`config.mk`:
```
export PLATFORM = sky130hd
export DESIGN_NAME = framed_message_receiver
export DESIGN_NICKNAME = d
export VERILOG_FILES = /design/src/hdl/fmr_pkg.sv /design/src/hdl/fmr_in_reg.sv /design/src/hdl/fmr_parse.sv /design/src/hdl/fmr_out_reg.sv /design/src/hdl/framed_message_receiver.sv
export SDC_FILE = /design/constraint.sdc
export NUM_CORES = 1
export LEC_CHECK = 0
export BUFFER_PORTS_ARGS = -buffer_cell sky130_fd_sc_hd__buf_4
export CORE_ASPECT_RATIO = 1.1
export CORE_MARGIN = 10
export CORE_UTILIZATION = 40
export DETAILED_ROUTE_END_ITERATION = 8
export PLACE_DENSITY = 0.6
export SLEW_MARGIN = 20
export SYNTH_ARGS = -nofsm -noshare
export SYNTH_HDL_FRONTEND = slang
export SYNTH_HIERARCHICAL = 1
export SYNTH_SLANG_ARGS = --single-unit
```
`constraint.sdc`:
```
create_clock -name clk_i -period 4.7 [get_ports clk_i]
set_clock_uncertainty 0.15 [all_clocks]
set_input_delay 0.47 -clock clk_i [delete_from_list [all_inputs] [get_ports clk_i]]
set_output_delay 0.47 -clock clk_i [all_outputs]
set_load 0.02 [all_outputs]
```
`src/hdl/fmr_pkg.sv`:
```
// ----------------------------------------------------------------------------
// fmr_pkg
// Shared types and constants for the framed message receiver: item structs,
// parser phases, result kinds and framing constants.
// ----------------------------------------------------------------------------
package fmr_pkg;

  // Framing constants
  localparam logic [7:0]  SYNC_FIRST  = 8'hB5;
  localparam logic [7:0]  SYNC_SECOND = 8'h62;
  localparam int unsigned LIMIT_W     = 20;
  localparam logic [LIMIT_W-1:0] LIMIT_RESET = 20'd100000;

  // Result kinds
  localparam logic [1:0] KIND_BODY    = 2'd0;
  localparam logic [1:0] KIND_END     = 2'd1;
  localparam logic [1:0] KIND_TIMEOUT = 2'd2;

  // Parser phases
  typedef enum logic [2:0] {
    PH_SYNC1  = 3'd0,
    PH_SYNC2  = 3'd1,
    PH_HEADER = 3'd2,
    PH_BODY   = 3'd3,
    PH_CKA    = 3'd4,
    PH_CKB    = 3'd5
  } phase_e;

  // Input item
  typedef struct packed {
    logic       has_byte;
    logic [7:0] rx_byte;
  } in_item_t;

  // Result item
  typedef struct packed {
    logic [1:0]  result_kind;
    logic [7:0]  msg_class;
    logic [7:0]  msg_id;
    logic [15:0] body_length;
    logic [7:0]  body_data;
    logic [15:0] body_index;
    logic        checksum_ok;
    logic        last_of_frame;
  } out_item_t;

endpackage

```
`src/hdl/fmr_in_reg.sv`:
```
// ----------------------------------------------------------------------------
// fmr_in_reg
// Input register: holds one accepted item until the parser consumes it.
// ----------------------------------------------------------------------------
module fmr_in_reg (
  input  logic             clk_i,
  input  logic             rst_ni,
  input  logic             in_valid_i,
  output logic             in_ready_o,
  input  fmr_pkg::in_item_t in_item_i,
  input  logic             take_i,
  output logic             item_valid_o,
  output fmr_pkg::in_item_t item_o
);
  import fmr_pkg::*;

  logic     valid_q;
  in_item_t item_q;

  // Accept when empty or when the held item leaves this cycle
  assign in_ready_o   = !valid_q || take_i;
  assign item_valid_o = valid_q;
  assign item_o       = item_q;

  // Hold valid flag
  always_ff @(posedge clk_i or negedge rst_ni) begin
    if (!rst_ni) begin
      valid_q <= 1'b0;
    end else if (in_ready_o) begin
      valid_q <= in_valid_i;
    end
  end

  // Capture payload
  always_ff @(posedge clk_i) begin
    if (in_ready_o && in_valid_i) begin
      item_q <= in_item_i;
    end
  end

endmodule

```
`src/hdl/fmr_parse.sv`:
```
// ----------------------------------------------------------------------------
// fmr_parse
// Frame parser: sync hunt, header capture, body pass-through, Fletcher sum,
// checksum compare and attempt timeout. Updates state once per item.
// ----------------------------------------------------------------------------
module fmr_parse (
  input  logic                     clk_i,
  input  logic                     rst_ni,
  input  logic                     fire_i,
  input  fmr_pkg::in_item_t        item_i,
  input  logic                     cfg_valid_i,
  input  logic [fmr_pkg::LIMIT_W-1:0] cfg_data_i,
  output logic                     res_valid_o,
  output fmr_pkg::out_item_t       res_o
);
  import fmr_pkg::*;

  logic [LIMIT_W-1:0] limit_q;
  phase_e             phase_q, phase_d;
  logic [1:0]         hdr_cnt_q, hdr_cnt_d;
  logic [7:0]         class_q, class_d;
  logic [7:0]         id_q, id_d;
  logic [15:0]        length_q, length_d;
  logic [16:0]        body_cnt_q, body_cnt_d;
  logic [7:0]         sum_a_q, sum_a_d;
  logic [7:0]         sum_b_q, sum_b_d;
  logic [7:0]         recv_a_q, recv_a_d;
  logic [LIMIT_W-1:0] attempt_q, attempt_d;

  logic               body_out;
  logic               frame_end;
  logic               ck_ok;
  logic               timeout;
  logic [LIMIT_W-1:0] attempt_inc;
  logic [7:0]         b;

  // Configuration register
  always_ff @(posedge clk_i or negedge rst_ni) begin
    if (!rst_ni) begin
      limit_q <= LIMIT_RESET;
    end else if (cfg_valid_i) begin
      limit_q <= cfg_data_i;
    end
  end

  // Next state and result
  always_comb begin
    phase_d     = phase_q;
    hdr_cnt_d   = hdr_cnt_q;
    class_d     = class_q;
    id_d        = id_q;
    length_d    = length_q;
    body_cnt_d  = body_cnt_q;
    sum_a_d     = sum_a_q;
    sum_b_d     = sum_b_q;
    recv_a_d    = recv_a_q;
    attempt_d   = attempt_q;
    body_out    = 1'b0;
    frame_end   = 1'b0;
    ck_ok       = 1'b0;
    timeout     = 1'b0;
    attempt_inc = '0;
    res_valid_o = 1'b0;
    res_o       = '0;
    b           = item_i.rx_byte;

    if (fire_i) begin
      // Byte handling per phase
      if (item_i.has_byte) begin
        unique case (phase_q)
          PH_SYNC1: begin
            if (b == SYNC_FIRST) begin
              phase_d = PH_SYNC2;
            end
          end
          PH_SYNC2: begin
            phase_d   = (b == SYNC_SECOND) ? PH_HEADER : PH_SYNC1;
            hdr_cnt_d = '0;
          end
          PH_HEADER: begin
            sum_a_d = sum_a_q + b;
            sum_b_d = sum_b_q + sum_a_d;
            unique case (hdr_cnt_q)
              2'd0:    class_d = b;
              2'd1:    id_d = b;
              2'd2:    length_d = {length_q[15:8], b};
              default: length_d = {b, length_q[7:0]};
            endcase
            if (hdr_cnt_q == 2'd3) begin
              hdr_cnt_d  = '0;
              body_cnt_d = '0;
              phase_d    = (length_d == 16'd0) ? PH_CKA : PH_BODY;
            end else begin
              hdr_cnt_d = hdr_cnt_q + 2'd1;
            end
          end
          PH_BODY: begin
            sum_a_d    = sum_a_q + b;
            sum_b_d    = sum_b_q + sum_a_d;
            body_out   = 1'b1;
            body_cnt_d = body_cnt_q + 17'd1;
            if (body_cnt_d >= {1'b0, length_q}) begin
              phase_d = PH_CKA;
            end
          end
          PH_CKA: begin
            recv_a_d = b;
            phase_d  = PH_CKB;
          end
          PH_CKB: begin
            frame_end = 1'b1;
            ck_ok     = (recv_a_q == sum_a_q) && (b == sum_b_q);
          end
          default: begin
            phase_d    = PH_SYNC1;
            hdr_cnt_d  = '0;
            class_d    = '0;
            id_d       = '0;
            length_d   = '0;
            body_cnt_d = '0;
            sum_a_d    = '0;
            sum_b_d    = '0;
            recv_a_d   = '0;
            attempt_d  = '0;
          end
        endcase
      end

      // Count the attempt
      attempt_inc = attempt_d + 1'b1;
      timeout     = !frame_end &&
                    ((attempt_inc >= limit_q) || (attempt_inc == '0));

      // Build the result from the updated header registers
      res_o.msg_class   = class_d;
      res_o.msg_id      = id_d;
      res_o.body_length = length_d;
      if (frame_end) begin
        res_valid_o         = 1'b1;
        res_o.result_kind   = KIND_END;
        res_o.checksum_ok   = ck_ok;
        res_o.last_of_frame = 1'b1;
      end else if (timeout) begin
        res_valid_o         = 1'b1;
        res_o.result_kind   = KIND_TIMEOUT;
        res_o.last_of_frame = 1'b1;
      end else if (body_out) begin
        res_valid_o       = 1'b1;
        res_o.result_kind = KIND_BODY;
        res_o.body_data   = b;
        res_o.body_index  = body_cnt_q[15:0];
      end

      // Restart after frame end or timeout
      if (frame_end || timeout) begin
        phase_d    = PH_SYNC1;
        hdr_cnt_d  = '0;
        class_d    = '0;
        id_d       = '0;
        length_d   = '0;
        body_cnt_d = '0;
        sum_a_d    = '0;
        sum_b_d    = '0;
        recv_a_d   = '0;
        attempt_d  = '0;
      end else begin
        attempt_d = attempt_inc;
      end
    end
  end

  // State registers
  always_ff @(posedge clk_i or negedge rst_ni) begin
    if (!rst_ni) begin
      phase_q    <= PH_SYNC1;
      hdr_cnt_q  <= '0;
      class_q    <= '0;
      id_q       <= '0;
      length_q   <= '0;
      body_cnt_q <= '0;
      sum_a_q    <= '0;
      sum_b_q    <= '0;
      recv_a_q   <= '0;
      attempt_q  <= '0;
    end else begin
      phase_q    <= phase_d;
      hdr_cnt_q  <= hdr_cnt_d;
      class_q    <= class_d;
      id_q       <= id_d;
      length_q   <= length_d;
      body_cnt_q <= body_cnt_d;
      sum_a_q    <= sum_a_d;
      sum_b_q    <= sum_b_d;
      recv_a_q   <= recv_a_d;
      attempt_q  <= attempt_d;
    end
  end

endmodule

```
`src/hdl/fmr_out_reg.sv`:
```
// ----------------------------------------------------------------------------
// fmr_out_reg
// Result register: holds one result item until the receiver takes it.
// ----------------------------------------------------------------------------
module fmr_out_reg (
  input  logic               clk_i,
  input  logic               rst_ni,
  input  logic               load_i,
  input  fmr_pkg::out_item_t res_i,
  output logic               space_o,
  output logic               out_valid_o,
  input  logic               out_ready_i,
  output fmr_pkg::out_item_t out_item_o
);
  import fmr_pkg::*;

  logic      valid_q;
  out_item_t item_q;

  // Free when empty or when the held item is taken this cycle
  assign space_o     = !valid_q || out_ready_i;
  assign out_valid_o = valid_q;
  assign out_item_o  = item_q;

  // Hold valid flag
  always_ff @(posedge clk_i or negedge rst_ni) begin
    if (!rst_ni) begin
      valid_q <= 1'b0;
    end else if (space_o) begin
      valid_q <= load_i;
    end
  end

  // Capture result
  always_ff @(posedge clk_i) begin
    if (space_o && load_i) begin
      item_q <= res_i;
    end
  end

endmodule

```
`src/hdl/framed_message_receiver.sv`:
```
// ----------------------------------------------------------------------------
// framed_message_receiver
// Usage: feed one item per handshake on the in channel: a received serial
// byte (has_byte = 1) or an idle tick (has_byte = 0). The block hunts for
// the sync pair, captures class, id and length, and emits one result item
// per body byte, one frame-end item with the checksum verdict, or one
// timeout item when attempt_limit items pass without a complete frame.
// Items that produce no result are consumed silently.
// Each accepted item passes from the input register to the parser, whose
// result the result register captures and shows on out_valid_o.
// Throughput: one item per cycle while the result register has space,
// set by the parser, which updates its state once per item.
// Stalls: when out_ready_i is low with a result held, the parser and the
// input register hold and in_ready_o drops once the input register is full.
// Reset: parser returns to sync hunt, counters and sums clear, attempt_limit
// returns to 100000, both registers empty. Write attempt_limit through the
// cfg channel only while the block is idle; cfg_ready_o is always high.
// ----------------------------------------------------------------------------
module framed_message_receiver (
  input  logic                        clk_i,
  input  logic                        rst_ni,
  input  logic                        in_valid_i,
  output logic                        in_ready_o,
  input  fmr_pkg::in_item_t           in_item_i,
  output logic                        out_valid_o,
  input  logic                        out_ready_i,
  output fmr_pkg::out_item_t          out_item_o,
  input  logic                        cfg_valid_i,
  output logic                        cfg_ready_o,
  input  logic [fmr_pkg::LIMIT_W-1:0] cfg_data_i
);
  import fmr_pkg::*;

  logic      item_valid;
  in_item_t  item;
  logic      space;
  logic      fire;
  logic      res_valid;
  out_item_t res;

  assign cfg_ready_o = 1'b1;

  // Advance the held item when the result register can take its result
  assign fire = item_valid && space;

  fmr_in_reg u_in_reg (
    .clk_i        (clk_i),
    .rst_ni       (rst_ni),
    .in_valid_i   (in_valid_i),
    .in_ready_o   (in_ready_o),
    .in_item_i    (in_item_i),
    .take_i       (space),
    .item_valid_o (item_valid),
    .item_o       (item)
  );

  fmr_parse u_parse (
    .clk_i       (clk_i),
    .rst_ni      (rst_ni),
    .fire_i      (fire),
    .item_i      (item),
    .cfg_valid_i (cfg_valid_i),
    .cfg_data_i  (cfg_data_i),
    .res_valid_o (res_valid),
    .res_o       (res)
  );

  fmr_out_reg u_out_reg (
    .clk_i       (clk_i),
    .rst_ni      (rst_ni),
    .load_i      (res_valid),
    .res_i       (res),
    .space_o     (space),
    .out_valid_o (out_valid_o),
    .out_ready_i (out_ready_i),
    .out_item_o  (out_item_o)
  );

endmodule
```
==> summary.txt <==
Pwr
  • Comb power frac: roughly 28%
  • Clock power frac: between 20% and 30%
  • Sw Share: 35.1%
  • Internal power: 3.18 mW
  • Psw: between 1.5 and 2 mW
  • PwrDens: approximately 400 nW/um2
  • Peak VDD IR: 248 uV
  • Reg power frac: a little over two fifths
  • Leakage: roughly 5.3 nW

Detailed routing
  • Pre-antenna DRT Iters: 7
  • Routed WL: roughly 26000 um
  • Avg Vias per Cell: 5.60
  • Routed WL per cell: about 18 um
  • WL met2: between 10000 and 15000 um
  • Post-route ant nets: 0
  • Metal-1 WL: 12000 um
  • Max Used Layer: met4
  • Via count: 8020
  • Met3 wire len: between 1000 and 1500 um
  • Drt drc: 0
  • DRT iter0 DRCs: ~700

Synthesis
  • Top post-synthesis cells by count: dfrtp_1 (114), a22o_1 (79), nor2_1 (71)
  • Top cell type's share of synthesized area: 27.3%
  • Register area share after synthesis: between 40% and 50%
  • Synth area leaders: dfrtp_1 (27%), edfxtp_1 (20%), ha_1 (6.8%)
  • Yosys warns: 6
  • Yosys cell types: 76
  • Mux cell area share after synthesis: 0.791%
  • Post-Syn Area: 10400 um2
  • Synth Area in Adders: under 10%
  • Most frequent cell after synthesis: dfrtp_1
  • Syn nets: about 1100
  • Synth Area in Simple Gates: 15.5%
  • Synth Area in Compound Gates: a little under a fifth
  • #FFs+latches synth: about 190
  • Number of flops mapped to enable cells by yosys: just under 70
  • Gate Count Post-Synth: 991
  • Largest family of logic cells by synthesized area: compound AO/OA/AOI/OAI gates
  • Synth Area in XOR/XNOR: between 4 and 5%
  • Top FF cell, synth: dfrtp_1
  • Area leader, netlist: dfrtp_1
  • Syn Area/Cell: between 10 and 15 um2
  • Fraction of registers with async set/reset: between 60% and 70%

Final layout
  • Fillers: ~2400
  • Layout Cells excl Fill: 1431
  • N_diodes: 0
  • Share of cells above drive strength 1: between 10% and 20%
  • Area growth, synth to finish: 17.0%
  • Total Nets Final: approximately 1200

Critical path
  • Setup CP Type: register to register
  • Critical path capture point type: register
  • Critical Path RT: around 4.7 ns
  • RR Endpoint: u_out_reg/out_item_o[50]
  • CP max FO: 22
  • RR Startpoint: u_in_reg/item_o[8]
  • Critical path startpoint category: register
  • CP arrival: 4.43 ns
  • R2R Setup Slk: approximately 0.30 ns
  • Worst reg-to-reg path cell count: 18

Clock tree
  • Worst skew pair latency: roughly 0.44 ns
  • CTS root buf: clkbuf_16
  • H-tree depth: 4
  • Clk slew on worst S/H paths: about 0.08 ns
  • Clock tree buffer depth: 2
  • CTS tree: done
  • Num Clock Sinks: between 150 and 200
  • CTS buffer count: 17

Timing
  • Fin Setup TNS: 0 ns
  • RSZ-0062 raised after global routing: no
  • Worst hold slack: approximately 0.05 ns
  • Slew Limit Headroom: 36.7%
  • Fin crit period: between 4 and 5 ns
  • Fmax achieved: between 200 and 250 MHz
  • Hold Vio Cnt, Final: 0
  • Final worst slack: slightly above 0.3 ns
  • Max-slew violations: 0
  • Slew @ Worst Pin: 0.945 ns
  • Final setup viols: 0
  • Final period util: 93.5%

Floorplanning
  • Die W: roughly 170 um
  • Starting density of the core: 41.0%
  • Row count: 61
  • I/O pins: 97
  • Die ar.: about 33000 um2
  • Die Height: 189 um
  • CORE AREA: 25500 um2

Min path
  • Min-delay src: in_item_i[5]
  • Hold Crit Depth: 1
  • Hold Path End: u_in_reg/item_o[5]
  • Hold WC Path Type: input port to register

Place
  • Worst slack, placed: between 0.1 and 0.15 ns
  • Hpwl dp: approximately 19000 um
  • Final RePlAce weighted congestion: about 0.88
  • I/O Buffers: between 90 and 100
  • Dpl cells: between 1000 and 1500

Global routing
  • Largest net degree at the start of global routing: 50
  • Total GRT Usage: 15.8%
  • Initial antenna violation count: 0
  • First-pass GRT wire length: ~43000 um
  • Vias in the first global route: approximately 8000
  • GR Overflow Total: 0

Status
  • Status: finished clean

Job
  • # Max-Cap Violations: 0
-- power by group through the flow --
stage	clock [mW]	sequential (mW)	combinational (mW)
after floorplan	0	2.18	0.815
final	1.47	2.07	1.37
after global placement	0	2.10	1.35
after detailed placement	0	2.10	1.36
after CTS	1.51	2.07	1.37
after global routing	1.57	2.10	1.50
-- sequential cells by signal, indices dropped and copies added, names as in the netlist --
register / flops
u_parse/sum_a_q: 8
u_parse/attempt_q: 20
u_parse/length_q: 16
u_out_reg/out_valid_o: 1
u_parse/class_q: 8
u_parse/hdr_cnt_q: 2
u_parse/sum_b_q: 8
u_parse/body_cnt_q: 17
u_out_reg/out_item_o: 60
u_parse/phase_q: 3
u_parse/recv_a_q: 8
u_in_reg/item_o: 9
u_in_reg/item_valid_o: 1
u_parse/id_q: 8
u_parse/limit_q: 20
-- cells in the final DEF (no fill, tap or decap), types with 24 or more instances in the layout --
cell type	n
dfrtp_1	114
and2_1	33
nand2_1	63
xnor2_1	27
a22o_1	79
o21ai_0	33
edfxtp_1	69
a22oi_1	26
nor2_1	71
inv_1	48
ha_1	56
a21oi_1	24
buf_4	127
xor2_1	28
-- cell type report --
cell class                      count  area (um2)  area share, %
Sequential cell                   189        5080           41.6
Multi-Input combinational cell    685        4900           40.1
Timing Repair Buffer              130         995           8.14
Tap cell                          346         433           3.54
Clock buffer                       17         425           3.48
Clock inverter                     15         190           1.56
Inverter                           49         184           1.51
-- critical path, stage by stage (launching register included) --
cell and delay, ns:
edfxtp_1 0.40, nand3_2 0.12, and2_1 0.17, ha_2 0.26, and4_1 0.21, nand2_1 0.08
nor4_2 0.22, nand3_1 0.14, xor2_1 0.16, nor2_1 0.13, ha_1 0.26, a2111o_1 0.43
a211oi_1 0.22, a31oi_1 0.19, a31o_4 0.34, nor2_4 0.13, a21oi_1 0.09, and2_4 0.20
buf_4 0.21
-- layer usage --
| layer | vias up | GRT usage (%) |
|---|---|---|
| li1 | 3849 | - |
| met1 | 3891 | 21.1 |
| met2 | 248 | 25.7 |
| met3 | 32 | 2.97 |
| met4 | 0 | 4.24 |
| met5 | - | 0 |
-- logic make-up after synthesis --
| family | count (synthesis) |
|---|---|
| AO/OA/AOI/OAI | 256 |
| other | 1 |
| flip-flops | 189 |
| adder cells (fa/ha/maj) | 59 |
| multiplexers | 8 |
| buffers and inverters | 117 |
| AND/OR/NAND/NOR | 306 |
| XOR/XNOR | 55 |
-- per-stage QoR --
step	area, um2	power (mW)	util, %
after floorplan	10500	2.99	-
after detailed placement	11500	3.46	45.3
after CTS	12200	4.95	47.7
after global routing	12200	5.17	47.9
after global placement	11500	3.45	45.3
final	12200	4.90	47.9
-- repair_timing --
item,CTS,global route
resized for setup,0,4
setup endpoints to repair,0,128
endpoints found under the hold margin,42,0
hold buffers,1,0
setup buffers,0,3
-- worst max-delay path by stage --
| stage | from | endpoint | slack (ns) |
|---|---|---|---|
| floorplan | u_in_reg/item_o[8] | u_out_reg/out_item_o[0] | 0.01 |
| global placement | u_in_reg/item_o[8] | u_out_reg/out_item_o[22] | 0.25 |
| detailed placement | u_in_reg/item_o[8] | u_out_reg/out_item_o[6] | 0.14 |
| CTS | u_in_reg/item_o[8] | u_out_reg/out_item_o[6] | 0.12 |
| global route | u_in_reg/item_o[8] | u_out_reg/out_item_o[57] | 0.002 |
| finish | u_in_reg/item_o[8] | u_out_reg/out_item_o[50] | 0.30 |
Power figures use the tool's default switching activity.
